==> src/rtl/core/rsss_pkg.sv <==
`timescale 1ns / 1ps

package rsss_pkg;

  // scan size and range precision
  localparam int MAX_BEAMS  = 1024;
  localparam int RANGE_BITS = 16;

  // derived widths
  localparam int IDX_W   = $clog2(MAX_BEAMS);
  localparam int CNT_W   = IDX_W + 1;
  localparam int POS_W   = CNT_W + 1;
  localparam int SQ_W    = 2 * RANGE_BITS;
  localparam int SHIFT_W = 11;
  localparam int SUM_W   = 42;
  localparam int FIELD_W = 16;

  localparam logic [SUM_W-1:0] SUM_MAX = {SUM_W{1'b1}};

  // one input beat: one beam of the scan
  typedef struct packed {
    logic [FIELD_W-1:0] measured_range;
    logic [FIELD_W-1:0] modelled_range;
    logic               in_measured_set;
    logic               in_model_set;
    logic               last_beam;
  } beam_t;

  // one output beat: the search result
  typedef struct packed {
    logic signed [SHIFT_W-1:0] best_shift;
    logic [SUM_W-1:0]          best_error_sum;
  } result_t;

  // controller to datapath
  typedef struct packed {
    logic store;
    logic init_search;
    logic issue;
    logic compare;
    logic emit;
  } ctrl_cmd_t;

  // datapath to controller
  typedef struct packed {
    logic few_models;
    logic last_index;
    logic last_shift;
    logic pipe_busy;
    logic out_full;
  } dp_sts_t;

  // controller states
  typedef enum logic [4:0] {
    S_LOAD   = 5'b00001,
    S_START  = 5'b00010,
    S_SWEEP  = 5'b00100,
    S_DRAIN  = 5'b01000,
    S_STEP   = 5'b10000
  } ctrl_state_t;

endpackage

==> src/rtl/core/rsss_ctrl.sv <==
`timescale 1ns / 1ps

module rsss_ctrl (
  input  logic                clk,
  input  logic                rst,
  input  logic                beam_valid,
  input  logic                last_beam,
  output logic                beam_ready,
  input  logic                result_ready,
  input  rsss_pkg::dp_sts_t   sts,
  output rsss_pkg::ctrl_cmd_t cmd
);

  rsss_pkg::ctrl_state_t state, state_next;
  logic finish, finish_next;
  logic can_emit;

  assign can_emit = !sts.out_full || result_ready;

  // next state and commands
  always_comb begin
    state_next  = state;
    finish_next = finish;
    cmd         = '0;
    beam_ready  = 1'b0;
    unique case (state)
      rsss_pkg::S_LOAD: begin
        if (finish) begin
          if (can_emit) begin
            cmd.emit    = 1'b1;
            finish_next = 1'b0;
          end
        end else begin
          beam_ready = 1'b1;
          if (beam_valid) begin
            cmd.store = 1'b1;
            if (last_beam) begin
              state_next = rsss_pkg::S_START;
            end
          end
        end
      end
      rsss_pkg::S_START: begin
        if (sts.few_models) begin
          finish_next = 1'b1;
          state_next  = rsss_pkg::S_LOAD;
        end else begin
          cmd.init_search = 1'b1;
          state_next      = rsss_pkg::S_SWEEP;
        end
      end
      rsss_pkg::S_SWEEP: begin
        cmd.issue = 1'b1;
        if (sts.last_index) begin
          state_next = rsss_pkg::S_DRAIN;
        end
      end
      rsss_pkg::S_DRAIN: begin
        if (!sts.pipe_busy) begin
          state_next = rsss_pkg::S_STEP;
        end
      end
      rsss_pkg::S_STEP: begin
        cmd.compare = 1'b1;
        if (sts.last_shift) begin
          finish_next = 1'b1;
          state_next  = rsss_pkg::S_LOAD;
        end else begin
          state_next = rsss_pkg::S_SWEEP;
        end
      end
      default: begin
        state_next  = rsss_pkg::S_LOAD;
        finish_next = 1'b0;
      end
    endcase
  end

  // state register
  always_ff @(posedge clk) begin
    if (rst) begin
      state  <= rsss_pkg::S_LOAD;
      finish <= 1'b0;
    end else begin
      state  <= state_next;
      finish <= finish_next;
    end
  end

  // checks
  a_no_load_while_finishing: assert property (@(posedge clk) disable iff (rst)
    finish |-> !beam_ready)
    else $error("beam taken before previous search result placed");

  a_issue_only_sweep: assert property (@(posedge clk) disable iff (rst)
    cmd.issue |-> state == rsss_pkg::S_SWEEP && !beam_ready)
    else $error("beam read outside sweep");

  a_last_starts: assert property (@(posedge clk) disable iff (rst)
    cmd.store && last_beam |=> state == rsss_pkg::S_START)
    else $error("last beam did not start search");

endmodule
==> config.mk <==
export PLATFORM = sky130hd
export DESIGN_NAME = rsss_ctrl
export DESIGN_NICKNAME = d
export VERILOG_FILES = /design/src/rtl/core/rsss_pkg.sv /design/src/rtl/core/rsss_ctrl.sv
export SDC_FILE = /design/constraint.sdc
export NUM_CORES = 1
export LEC_CHECK = 0
export ABC_AREA = 1
export BUFFER_PORTS_ARGS = -buffer_cell sky130_fd_sc_hd__buf_2
export CELL_PAD_IN_SITES_DETAIL_PLACEMENT = 2
export CELL_PAD_IN_SITES_GLOBAL_PLACEMENT = 2
export CORE_UTILIZATION = 22
export DETAILED_ROUTE_END_ITERATION = 8
export GPL_ROUTABILITY_DRIVEN = 0
export PLACE_DENSITY_LB_ADDON = 0.05
export SYNTH_ARGS = -nofsm -noshare
export SYNTH_HDL_FRONTEND = slang
export SYNTH_SLANG_ARGS = --single-unit
==> constraint.sdc <==
create_clock -name clk -period 1.2 [get_ports clk]
set_input_delay 0.12 -clock clk [delete_from_list [all_inputs] [get_ports clk]]
set_output_delay 0.12 -clock clk [all_outputs]
set_load 0.005 [all_outputs]
### Word-level counts from Yosys, hierarchy flattened

Cells that the tools add are included.

| operators by class | value |
|---|---|
| bitwise gates (word level) | 1 |
| mux-type cells | 25 |
| eq/ne operators | 12 |
| reductions and logical operators | 5 |

Operators by type and width:

| operator | count |
|---|---|
| $mux W5 | 5 |
| $pmux W5 S5 | 1 |
| $mux W1 | 16 |
| $ne A2 B2 Y1 const B | 7 |
| $mux W3 | 2 |
| $eq A5 B1 Y1 const B | 1 |
| $eq A5 B2 Y1 const B | 1 |
| $eq A5 B3 Y1 const B | 1 |
| $eq A5 B4 Y1 const B | 1 |
| $eq A5 B5 Y1 const B | 1 |
| $reduce_and A5 Y1 | 1 |
| $pmux W1 S4 | 1 |
| $reduce_and A3 Y1 | 1 |
| $reduce_or A2 Y1 | 1 |
| $logic_not A1 Y1 | 1 |
| $logic_or A1 B1 Y1 | 1 |
| $not A1 Y1 | 1 |

| word-level totals | value |
|---|---|
| output and inout bits | 6 |
| register bits | 6 |

### Logic depth before layout (Yosys ltp)

Gate-level depths: netlist (run 1).

| logic depth | value |
|---|---|
| depth in word-level cells | 5 |
| mapped depth | 8 |

### Least setup slack after synthesis (run 1)

No wires, ideal clock.

| timing path | value |
|---|---|
| path kind | register to register |
| start | register state[2] |
| end | register finish |
| setup time | 113 ps |
| buffers on the path | 0 |
| period minus slack after synthesis | 1043 ps |
| arrival time | 931 ps |
| setup slack | 157 ps |
| cell stages (with the launch flop) | 9 |
| path through | dfxtp_1 > nor2_4 > nand3_2 > inv_2 > nand2_1 > nand3_1 > nand2_1 > nand2_1 > nor2_1 |

| between the ends | value |
|---|---|
| cells in the longest elaborated chain, start to end | 4 |
| elaborated cells on any way between the ends | 11 |

Ends and longest elaborated chain:

| element | RTL line | text |
|---|---|---|
| from (decl) | rsss_ctrl.sv:14 | `rsss_pkg::ctrl_state_t state, state_next;` |
| from (signal assigned) | rsss_ctrl.sv:82 | `state <= rsss_pkg::S_LOAD;` |
| from (signal assigned) | rsss_ctrl.sv:85 | `state <= state_next;` |
| parallel branches: the longest is 4 deep, another holds $eq A5 B4 Y1 | - |  |
| to (signal assigned) | rsss_ctrl.sv:86 | `finish <= finish_next;` |
| to (decl) | rsss_ctrl.sv:15 | `logic finish, finish_next;` |

Parallel ways; which one is timed is not known.
A chain may end at the register's enable or synchronous reset.

==> run summary, run 1 <==
status -> complete, but fails checks
violations in the final reports -> setup timing
VDD IR-drop max -> 0.561 mV
fraction of the cycle the final worst path needs -> 108%
worst setup margin -> -0.0967 ns
type of the worst setup path -> flip-flop to output pin
Power Total -> 0.000898 W
cell type with the highest aggregate area in the netlist -> dfxtp_1
power per cell area -> 1280 nW/um2
final routed DRC violation total -> 0
end-of-flow core utilization -> 39.4%
Worst-path clk slew -> 0.05 ns
TritonCTS clock tree -> built
Final Skew -> 0.000286 ns
Final setup violation count -> 10
Routed WL per cell -> 13.1 um
Setup Total Neg Slack -> -0.579 ns
unrepaired setup endpoints after global routing -> yes
proportion of layout cells with a drive suffix above 1 -> 52.1%
Synth-to-Final Area Change -> 62.1%
number of H-tree levels -> 1
WHS -> 0.0855 ns
CP Max Fanout -> 4
final max-slew violation count -> 0
largest net degree at the start of global routing -> 8
ordered list of cells on the worst path -> nor3_2 -> buf_4 -> nand2_1 -> inv_1 -> buf_2
number of buffer cells added on primary ports -> 15
Yosys top cell area share -> 27.7%
Yosys warning total -> 0
total standard cell area after synthesis -> 433 um2
TritonCTS Buffers -> 3
vias in the first global route -> 552
sequential cell area fraction in the yosys report -> 27.7%
master cell of the clock root buffer -> clkbuf_4
critical path launch point type -> flip-flop
number of antenna violations at the first check in global routing -> 0
average via count per standard cell -> 4.55
overall fraction of global-route tracks in use -> 17.1%
final worst path period need -> 1.30 ns
detailed-routing iteration count for the pre-antenna-repair pass -> 2
sum of net half-perimeters after detailed placement -> 1160 um
Worst Setup End Kind -> output pin
Leakage -> 0.387 nW
first-pass GRT wire length -> 2420 um
Critical Path RT -> 1.08 ns
core region area -> 1780 um2
synthesis-stage register bit count -> 6
Starting Density -> 24.3%
data arrival time at the worst-slack endpoint -> 1.18 ns
number of distinct library cell variants in the gate-level netlist after synthesis -> 16
top post-synthesis cells by area -> dfxtp_1 28%, inv_1 11%, nand2_1 11%
post-synthesis cell count -> 70
floorplan die area -> 2150 um2
GRT Residual Overflow -> 0
total wire length -> 1590 um
number of top-level pins -> 16
total number of nets in the final design -> 108
number of rows in the core area -> 15
net count after synthesis -> 80
number of filler instances in the final layout -> 219
Slew HR -> 84.0%
Max-cap violations -> 0
Synth Area per Inst -> 6.18 um2
slew at the pin with the worst max-slew slack -> 0.240 ns
DRC violation total after the first TritonRoute iteration -> 6
total number of vias -> 550
chip width -> 46.4 um
Setup Slack @ Placement -> 0.00198 ns
DRT antenna net count -> 0
Inserted Diodes -> 0
Fmax achieved -> 0.771 GHz
number of buffers inserted for hold repair after clock tree synthesis -> 0
clock network latency to the later pin of the worst-skew pair -> 0.25 ns
Worst Hold Class -> input port to flip-flop
cell type of the slowest stage on the worst timing path -> dfxtp_4
Max stage delay on crit path -> 0.36 ns
Clock Sinks -> 6
deepest clock path buffer count -> 2
die extent in y -> 46.4 um
final hold violation count -> 0
## path summary, 6_finish.rpt
check | start | end | slack [ns] | depth (start not counted)
worst max-delay path | state[0] | cmd[2] | -0.1 | 5
worst min-delay path | rst | state[4] | 0.09 | 2
worst max register to register | state[0] | state[3] | -0.03 | 8
worst min register to register | state[3] | state[4] | 0.62 | 4
## worst max-delay path, delay by kind of cell, from the launching register on
| kind | cells | cell delay (ns) |
|---|---|---|
| flops | 1 | 0.36 |
| buf+inv | 3 | 0.33 |
| simple gates | 2 | 0.25 |
## state kept, by name (all words and copies together), names as in the netlist
signal  count
state       5
finish      1
## layer usage
metal | global-route usage (%) | routed length (um) | vias up | part of all wire (%)
met5 | 0 | 0 | - | 0
met4 | 3.53 | 14 | 0 | 0.88
met3 | 7.06 | 60 | 4 | 3.8
met2 | 31.4 | 892 | 9 | 56
met1 | 17.8 | 619 | 262 | 39
li1 | - | - | 275 | -
## cells by family after synthesis
kind of cell           share of synthesized area [%]
and+or+nand+nor                                 52.6
buffers and inverters                           14.7
DFF                                             27.7
AOI/OAI and AO/OA                               4.91
## cell type report
| cell class | instances | area, um2 | share of cell area, % |
|---|---|---|---|
| timing repair buffer | 23 | 151 | 21.6 |
| sequential | 6 | 131 | 18.7 |
| clock buffer | 3 | 22.5 | 3.21 |
| multi-input combinational | 47 | 299 | 42.6 |
| inverter | 17 | 66.3 | 9.45 |
| tap | 25 | 31.3 | 4.46 |
## where the power goes
part / switching, W / total [W] / internal (W)
registers: 0.0000403 / 0.000276 / 0.000235
logic: 0.000226 / 0.000430 / 0.000204
clock network: 0.0000787 / 0.000192 / 0.000114
total: 0.000345 / 0.000898 / 0.000553
## cell usage after synthesis, drive strengths merged
library cell	count
nand3b	2
o21ai	2
nand2	13
nor2	15
a21oi	1
inv	17
dfxtp	6
nand4	5
nor3	1
nand3	7
o22ai	1
## placed cells by master (no fill, tap or decap), types with 2 or more instances in the layout
master,count
buf_2,15
buf_4,6
clkbuf_4,3
dfxtp_2,3
dfxtp_4,2
inv_1,12
inv_2,4
nand2_1,12
nand3_1,3
nand3_2,2
nand3_4,2
nand3b_1,2
nand4_1,4
nor2_1,9
nor2_2,4
nor2_4,2
## metrics by stage
step                std cells  area (um2)
finish                    121         702
global route              121         702
CTS                       119         636
detailed placement        111         547
global placement          111         547
floorplan                  70         433
## repair_timing
| action | in CTS | in global routing |
|---|---|---|
| resized for setup | 8 | 12 |
| setup endpoints to repair | 9 | 12 |
| buffers inserted | 5 | 2 |
| pin swaps | 6 | 7 |
Note: power is estimated with default switching activity, not from simulation.
==> run 2, diff against run 1 <==
Settings changed: ABC_AREA 1 to default, BUFFER_PORTS_ARGS -buffer_cell sky130_fd_sc_hd__buf_2 to default, CORE_UTILIZATION 22 to 30, DONT_BUFFER_PORTS from default to 1.
==> run summary, run 2 <==
status -> complete, but fails checks (unchanged)
violations in the final reports -> setup timing (unchanged)
total wire length -> 1860 um (was 1590 um)
count of flip-flops with a built-in enable after synthesis -> 0 (unchanged)
number of antenna violations at the first check in global routing -> 0 (unchanged)
most used standard cells in the synthesized netlist -> 6 x dfxtp_1, 6 x nor2_1, 4 x nor2b_1 (was 13 x inv_1, 13 x nand2_1, 11 x nor2_1)
Max stage delay on crit path -> 0.36 ns (about the same)
switching power summed over all nets -> 0.000161 W (was 0.000345 W)
Yosys warning total -> 0 (unchanged)
clock network latency to the later pin of the worst-skew pair -> 0.24 ns (was 0.25 ns)
first-pass GRT wire length -> 2100 um (was 2420 um)
number of rows in the core area -> 13 (was 15)
Fmax achieved -> 0.738 GHz (was 0.771 GHz)
Setup Total Neg Slack -> -1.10 ns (was -0.579 ns)
TritonCTS Buffers -> 3 (unchanged)
Final Skew -> 0.00205 ns (was 0.000286 ns)
fraction of the mapped netlist area in compound gates -> 19.5% (was 4.91%)
final worst path period need -> 1.35 ns (was 1.30 ns)
cell type of the slowest stage on the worst timing path -> dfxtp_4 (unchanged)
master cell of the clock root buffer -> clkbuf_4 (unchanged)
post-synthesis cell count -> 50 (was 70)
Power Internal -> 0.000409 W (was 0.000553 W)
sequential cell area fraction in the yosys report -> 28.8% (was 27.7%)
power per cell area -> 781 nW/um2 (was 1280 nW/um2)
largest net degree at the start of global routing -> 8 (unchanged)
fraction of power consumed by the clock network -> 32.9% (was 21.4%)
overall fraction of global-route tracks in use -> 21.7% (was 17.1%)
deepest clock path buffer count -> 2 (unchanged)
Inserted Diodes -> 0 (unchanged)
number of distinct library cell variants in the gate-level netlist after synthesis -> 28 (was 16)
final hold violation count -> 0 (unchanged)
critical path launch point type -> flip-flop (unchanged)
Critical Path RT -> 1.35 ns (was 1.08 ns)
CP Max Fanout -> 5 (was 4)
vias in the first global route -> 454 (was 552)
GRT Residual Overflow -> 0 (unchanged)
Worst-path clk slew -> 0.05 ns (about the same)
VDD IR-drop max -> 0.498 mV (was 0.561 mV)
total number of vias -> 471 (was 550)
Synth Area in Adders -> 0% (unchanged)
main combinational cell family by area after synthesis -> simple AND/OR/NAND/NOR gates (unchanged)
most flop-heavy register -> state (unchanged)
sum of net half-perimeters after detailed placement -> 1060 um (was 1160 um)
type of the worst setup path -> flip-flop to flip-flop (was flip-flop to output pin)
depth of the worst register-to-register path -> 5 (was 8)
ordered list of cells on the worst path -> buf_4 -> xor2_2 -> a221o_1 -> nor2b_1 -> o221ai_2 (was nor3_2 -> buf_4 -> nand2_1 -> inv_1 -> buf_2)
number of H-tree levels -> 1 (unchanged)
number of buffer cells added on primary ports -> 0 (was 15)
number of cells on the worst hold path -> 2 (unchanged)
Clock Sinks -> 6 (unchanged)
number of filler instances in the final layout -> 128 (was 219)
number of flip-flops under the largest register name -> 5 (unchanged)
chip width -> 39.3 um (was 46.4 um)
worst r2r src -> state[3] (was state[0])
met1 layer wirelength in the final routing -> 718 um (was 619 um)
data arrival time at the worst-slack endpoint -> 1.51 ns (was 1.18 ns)
total standard cell area after synthesis -> 417 um2 (was 433 um2)
number of instances in the placed design -> 74 (was 111)
number of top-level pins -> 16 (unchanged)
synthesis-stage register bit count -> 6 (unchanged)
proportion of layout cells with a drive suffix above 1 -> 67.1% (was 52.1%)
Post-Synth Simple-Gate Area -> 45.9% (was 52.6%)
Synth-to-Final Area Change -> 75.1% (was 62.1%)
R2R setup slack -> -0.15 ns (was -0.03 ns)
Worst Setup End Kind -> flip-flop (was output pin)
start point of the worst hold path -> sts[3] (was rst)
Synth Area per Inst -> 8.33 um2 (was 6.18 um2)
DRT antenna net count -> 0 (unchanged)
Max-cap violations -> 0 (unchanged)
mux contribution to synthesized area -> 0% (unchanged)
cell type with the highest aggregate area in the netlist -> dfxtp_1 (unchanged)
detailed-routing iteration count for the pre-antenna-repair pass -> 2 (unchanged)
switching fraction of total power -> 28.2% (was 38.4%)
Reg-to-Reg End -> state[0] (was state[3])
final max-slew violation count -> 0 (unchanged)
final cell count without fillers -> 85 (was 121)
Starting Density -> 32.0% (was 24.3%)
routed length on met2 -> 1020 um (was 892 um)
core region area -> 1300 um2 (was 1780 um2)
Slew HR -> 82.4% (was 84.0%)
commonest non-fill, non-tap cell in the layout -> buf_4 (was buf_2)
Leakage -> 0.275 nW (was 0.387 nW)
parity-gate share of the synthesized area counting xor and xnor cells -> 2.10% (was 0%)
TritonCTS clock tree -> built (unchanged)
DRC violation total after the first TritonRoute iteration -> 2 (was 6)
power share of the combinational group -> 30.6% (was 47.9%)
Async S/R FF share, synth -> 0% (unchanged)
share of power burned in registers -> 36.6% (was 30.7%)
Worst Hold Endpoint -> state[2] (was state[4])
unrepaired setup endpoints after global routing -> yes (unchanged)
most instantiated flip-flop cell in the synthesis netlist -> dfxtp_1 (unchanged)
commonest cells after routing, fill and taps aside -> 14 x buf_4, 4 x nor2_4, 4 x dfxtp_4 (was 15 x buf_2, 12 x nand2_1, 12 x inv_1, 9 x nor2_1, 6 x buf_4)
Routed WL per cell -> 21.9 um (was 13.1 um)
slew at the pin with the worst max-slew slack -> 0.260 ns (was 0.240 ns)
sum of met3 wire segment lengths after detailed routing -> 71 um (was 60 um)
total number of nets in the final design -> 82 (was 108)
final routed DRC violation total -> 0 (unchanged)
floorplan die area -> 1540 um2 (was 2150 um2)
average via count per standard cell -> 5.54 (was 4.55)
worst setup margin -> -0.155 ns (was -0.0967 ns)
net count after synthesis -> 60 (was 80)
Yosys top cell area share -> 28.8% (was 27.7%)
highest routed layer -> met4 (unchanged)
die extent in y -> 39.3 um (was 46.4 um)
Worst Hold Class -> input port to flip-flop (unchanged)
fraction of the cycle the final worst path needs -> 113% (was 108%)
Final setup violation count -> 9 (was 10)
top post-synthesis cells by area -> dfxtp_1 29%, nor2b_1 6.0%, nor2_1 5.4% (was dfxtp_1 28%, inv_1 11%, nand2_1 11%)
registers with the most flip-flops -> state x5, finish x1 (unchanged)
## run 2: cell count changes in the layout (fill, tap and decap cells not counted), moves of 7 or more
cell | before | now
inv_1 | 12 | 1
buf_4 | 6 | 14
buf_2 | 15 | 0
nor2_1 | 9 | 2
nand2_1 | 12 | 3
## run 2: power groups by stage
stage	Clock, W	Combinational [W]	Sequential, W
5_1_grt	0.000203	0.000183	0.000208
3_3_place_gp	0	0.0000885	0.000216
3_5_place_dp	0	0.0000940	0.000216
4_1_cts	0.000206	0.000130	0.000210
2_1_floorplan	0	0.0000550	0.000216
6_report	0.000187	0.000174	0.000208
## run 2: kinds of logic (layout without fill, tap and decap cells)
kind of cell / count (synthesis) / in the layout
flip-flops: 6 / 6
AO/OA/AOI/OAI: 10 / 10
AND/OR/NAND/NOR: 31 / 31
XOR/XNOR: 1 / 1
buffers and inverters: 2 / 22
## run 2: through the flow
stage	worst slack [ns]	hold WS [ns]	util (%)	cell area, um2	power (W)
2_1_floorplan	-0.0594	0.182	-	418	0.000271
3_5_place_dp	-0.115	0.187	38.5	500	0.000310
4_1_cts	-0.152	0.0375	49.2	641	0.000546
3_3_place_gp	-0.0729	0.185	38.5	500	0.000304
5_1_grt	-0.204	0.0497	56.1	729	0.000594
6_report	-0.155	0.0588	56.1	729	0.000569
## run 2: cell type report
class / instances / area [um2] / area share, %
multi-input cells: 42 / 399 / 54.7
repair buffers: 18 / 149 / 20.4
flip-flops and latches: 6 / 136 / 18.7
clock buffers: 3 / 22.5 / 3.09
well taps: 15 / 18.8 / 2.57
inverters: 1 / 3.75 / 0.515
## run 2: worst max path at each step
stage | endpoint | slack (ns) | from | cells past startpoint
final | state[0] | -0.15 | state[3] | 5
after global routing | cmd[3] | -0.20 | state[4] | 4
after CTS | cmd[3] | -0.15 | state[3] | 3
after detailed placement | state[2] | -0.12 | state[4] | 3
after global placement | state[2] | -0.07 | state[4] | 3
after floorplan | state[2] | -0.06 | state[0] | 3
## run 2: routing by layer
layer,vias up,global-route usage [%]
li1,221,-
met1,227,24.8
met2,17,37.5
met3,6,5.11
met4,0,10.3
met5,-,0
## run 2: worst max-delay path, delay by kind of cell, from the launching register on
kind | cells | cell delay [ns]
buffers and inverters | 1 | 0.14
flip-flops | 1 | 0.36
AND/OR/NAND/NOR | 1 | 0.16
AO/OA/AOI/OAI | 2 | 0.46
XOR/XNOR | 1 | 0.15
## run 2: what timing repair did
item / CTS / global route
hold buffers: 1 / 0
hold endpoints to repair: 4 / 0
endpoints found under the setup margin: 10 / 10
pin swaps: 2 / 11
setup buffers: 3 / 4
gates resized for setup: 24 / 12
==> run 3, diff against run 2 <==
Settings changed: ABC_AREA from default to 1, CORE_MARGIN from default to 1.5, CORE_UTILIZATION 30 to 28.
==> run summary, run 3 (synthesized netlist as in run 1, its figures left out) <==
status -> complete, but fails checks (unchanged)
violations in the final reports -> setup timing (unchanged)
DRT antenna net count -> 0 (unchanged)
sum of net half-perimeters after detailed placement -> 1030 um (was 1060 um)
average via count per standard cell -> 5.09 (was 5.54)
chip width -> 42.3 um (was 39.3 um)
deepest clock path buffer count -> 2 (unchanged)
critical path launch point type -> flip-flop (unchanged)
Worst Setup End Kind -> output pin (was flip-flop)
ordered list of cells on the worst path -> nor2_4 -> nand4_1 -> inv_1 (was buf_4 -> xor2_2 -> a221o_1 -> nor2b_1 -> o221ai_2)
Final Skew -> 0.000702 ns (was 0.00205 ns)
Worst Hold Class -> input port to flip-flop (unchanged)
number of rows in the core area -> 14 (was 13)
fraction of the cycle the final worst path needs -> 105% (was 113%)
die extent in y -> 42.3 um (was 39.3 um)
unrepaired setup endpoints after global routing -> yes (unchanged)
TritonCTS Buffers -> 3 (unchanged)
final worst path period need -> 1.26 ns (was 1.35 ns)
cell type of the slowest stage on the worst timing path -> dfxtp_2 (was dfxtp_4)
DRC violation total after the first TritonRoute iteration -> 1 (was 2)
number of flip-flops under the largest register name -> 5 (unchanged)
cell type group with the largest total delay on the critical path -> simple AND/OR/NAND/NOR gates (was compound AO/OA/AOI/OAI gates)
VDD IR-drop max -> 0.564 mV (was 0.498 mV)
final routed DRC violation total -> 0 (unchanged)
count of buffering cells on the critical path with inverters included -> 1 (unchanged)
Setup Slack @ Placement -> -0.0575 ns (was -0.115 ns)
Setup Total Neg Slack -> -0.205 ns (was -1.10 ns)
Slew HR -> 84.2% (was 82.4%)
Critical Path RT -> 1.08 ns (was 1.35 ns)
Routed WL per cell -> 13.6 um (was 21.9 um)
number of antenna violations at the first check in global routing -> 0 (unchanged)
detailed-routing iteration count for the pre-antenna-repair pass -> 2 (unchanged)
core region area -> 1470 um2 (was 1300 um2)
Worst-path clk slew -> 0.04 ns (was 0.05 ns)
CP Max Fanout -> 6 (was 5)
worst setup margin -> -0.0603 ns (was -0.155 ns)
Clock Sinks -> 6 (unchanged)
Final setup violation count -> 5 (was 9)
number of buffer cells added on primary ports -> 0 (unchanged)
floorplan die area -> 1790 um2 (was 1540 um2)
master cell of the clock root buffer -> clkbuf_4 (unchanged)
largest net degree at the start of global routing -> 8 (unchanged)
Synth-to-Final Area Change -> 25.4% (was 75.1%)
WHS -> 0.0514 ns (was 0.0588 ns)
Leakage -> 0.287 nW (was 0.275 nW)
proportion of layout cells with a drive suffix above 1 -> 32.9% (was 67.1%)
power per cell area -> 1350 nW/um2 (was 781 nW/um2)
number of top-level pins -> 16 (unchanged)
TritonCTS clock tree -> built (unchanged)
total number of vias -> 468 (was 471)
GRT Residual Overflow -> 0 (unchanged)
final max-slew violation count -> 0 (unchanged)
first-pass GRT wire length -> 2180 um (was 2100 um)
commonest cells after routing, fill and taps aside -> 13 x inv_1, 12 x nand2_1, 10 x nor2_1 (was 14 x buf_4, 4 x nor2_4, 4 x dfxtp_4)
slew at the pin with the worst max-slew slack -> 0.235 ns (was 0.260 ns)
registers with the most flip-flops -> state x5, finish x1 (unchanged)
type of the worst setup path -> flip-flop to output pin (was flip-flop to flip-flop)
number of H-tree levels -> 1 (unchanged)
Max-cap violations -> 0 (unchanged)
overall fraction of global-route tracks in use -> 17.8% (was 21.7%)
number of filler instances in the final layout -> 203 (was 128)
Inserted Diodes -> 0 (unchanged)
final hold violation count -> 0 (unchanged)
total number of nets in the final design -> 88 (was 82)
most flop-heavy register -> state (unchanged)
clock network latency to the later pin of the worst-skew pair -> 0.25 ns (was 0.24 ns)
Fmax achieved -> 0.793 GHz (was 0.738 GHz)
data arrival time at the worst-slack endpoint -> 1.14 ns (was 1.51 ns)
Starting Density -> 29.4% (was 32.0%)
Max stage delay on crit path -> 0.33 ns (was 0.36 ns)
total wire length -> 1250 um (was 1860 um)
commonest non-fill, non-tap cell in the layout -> inv_1 (was buf_4)
vias in the first global route -> 489 (was 454)
==> run 3: changes by cell type in the layout (fill, tap and decap cells not counted), moves of 4 or more <==
cell / delta
buf_4: -12
inv_1: +12
nand2_1: +9
nor2_1: +8
inv_2: +4
nand3_1: +4
nand4_1: +4
==> run 3: final cells by class <==
cell class | instances | area, um2 | area share (%)
clock buffers | 3 | 22.5 | 4.15
inverters | 17 | 63.8 | 11.8
multi-input cells | 47 | 283 | 52.1
flip-flops and latches | 6 | 129 | 23.7
well taps | 16 | 20.0 | 3.69
repair buffers | 3 | 25.0 | 4.61
==> run 3: path summary, 6_finish.rpt <==
kind | slack (ns) | start | cells after the start | endpoint
worst max register to register | 0 | state[2] | 6 | finish
worst min-delay path | 0.05 | rst | 3 | state[2]
worst min register to register | 0.60 | state[1] | 3 | state[4]
worst max-delay path | -0.06 | state[2] | 3 | cmd[3]
==> run 3: power breakdown <==
group | internal (W) | switching [W]
clock | 0.000113 | 0.0000756
combinational | 0.0000959 | 0.000164
sequential | 0.000233 | 0.0000507
==> run 3: metal layers <==
layer	track usage, %	wire length, um
met1	19.5	539
met2	27.7	627
met3	6.47	39
met4	13.1	41
met5	0	0
==> run 3: per-stage QoR <==
stage	instance area, um2	power (W)	instances	util [%]
2_1_floorplan	433	0.000444	70	-
3_3_place_gp	460	0.000491	87	31.3
3_5_place_dp	460	0.000500	87	31.3
4_1_cts	513	0.000720	92	34.9
5_1_grt	543	0.000797	92	36.9
6_report	543	0.000732	92	36.9
==> run 3: tightest hold or removal path: cells and delay by family <==
family	cells	cell delay, ns
buffers and inverters	2	0.08
AND/OR/NAND/NOR	1	0.07
==> run 3: timing repair <==
action                                  4_1_cts  5_1_grt
endpoints found under the setup margin        7       10
gates resized for setup                       6        7
buffers inserted                              1        0
pin swaps                                     3        3
endpoints found under the hold margin         3        0
hold buffers                                  1        0
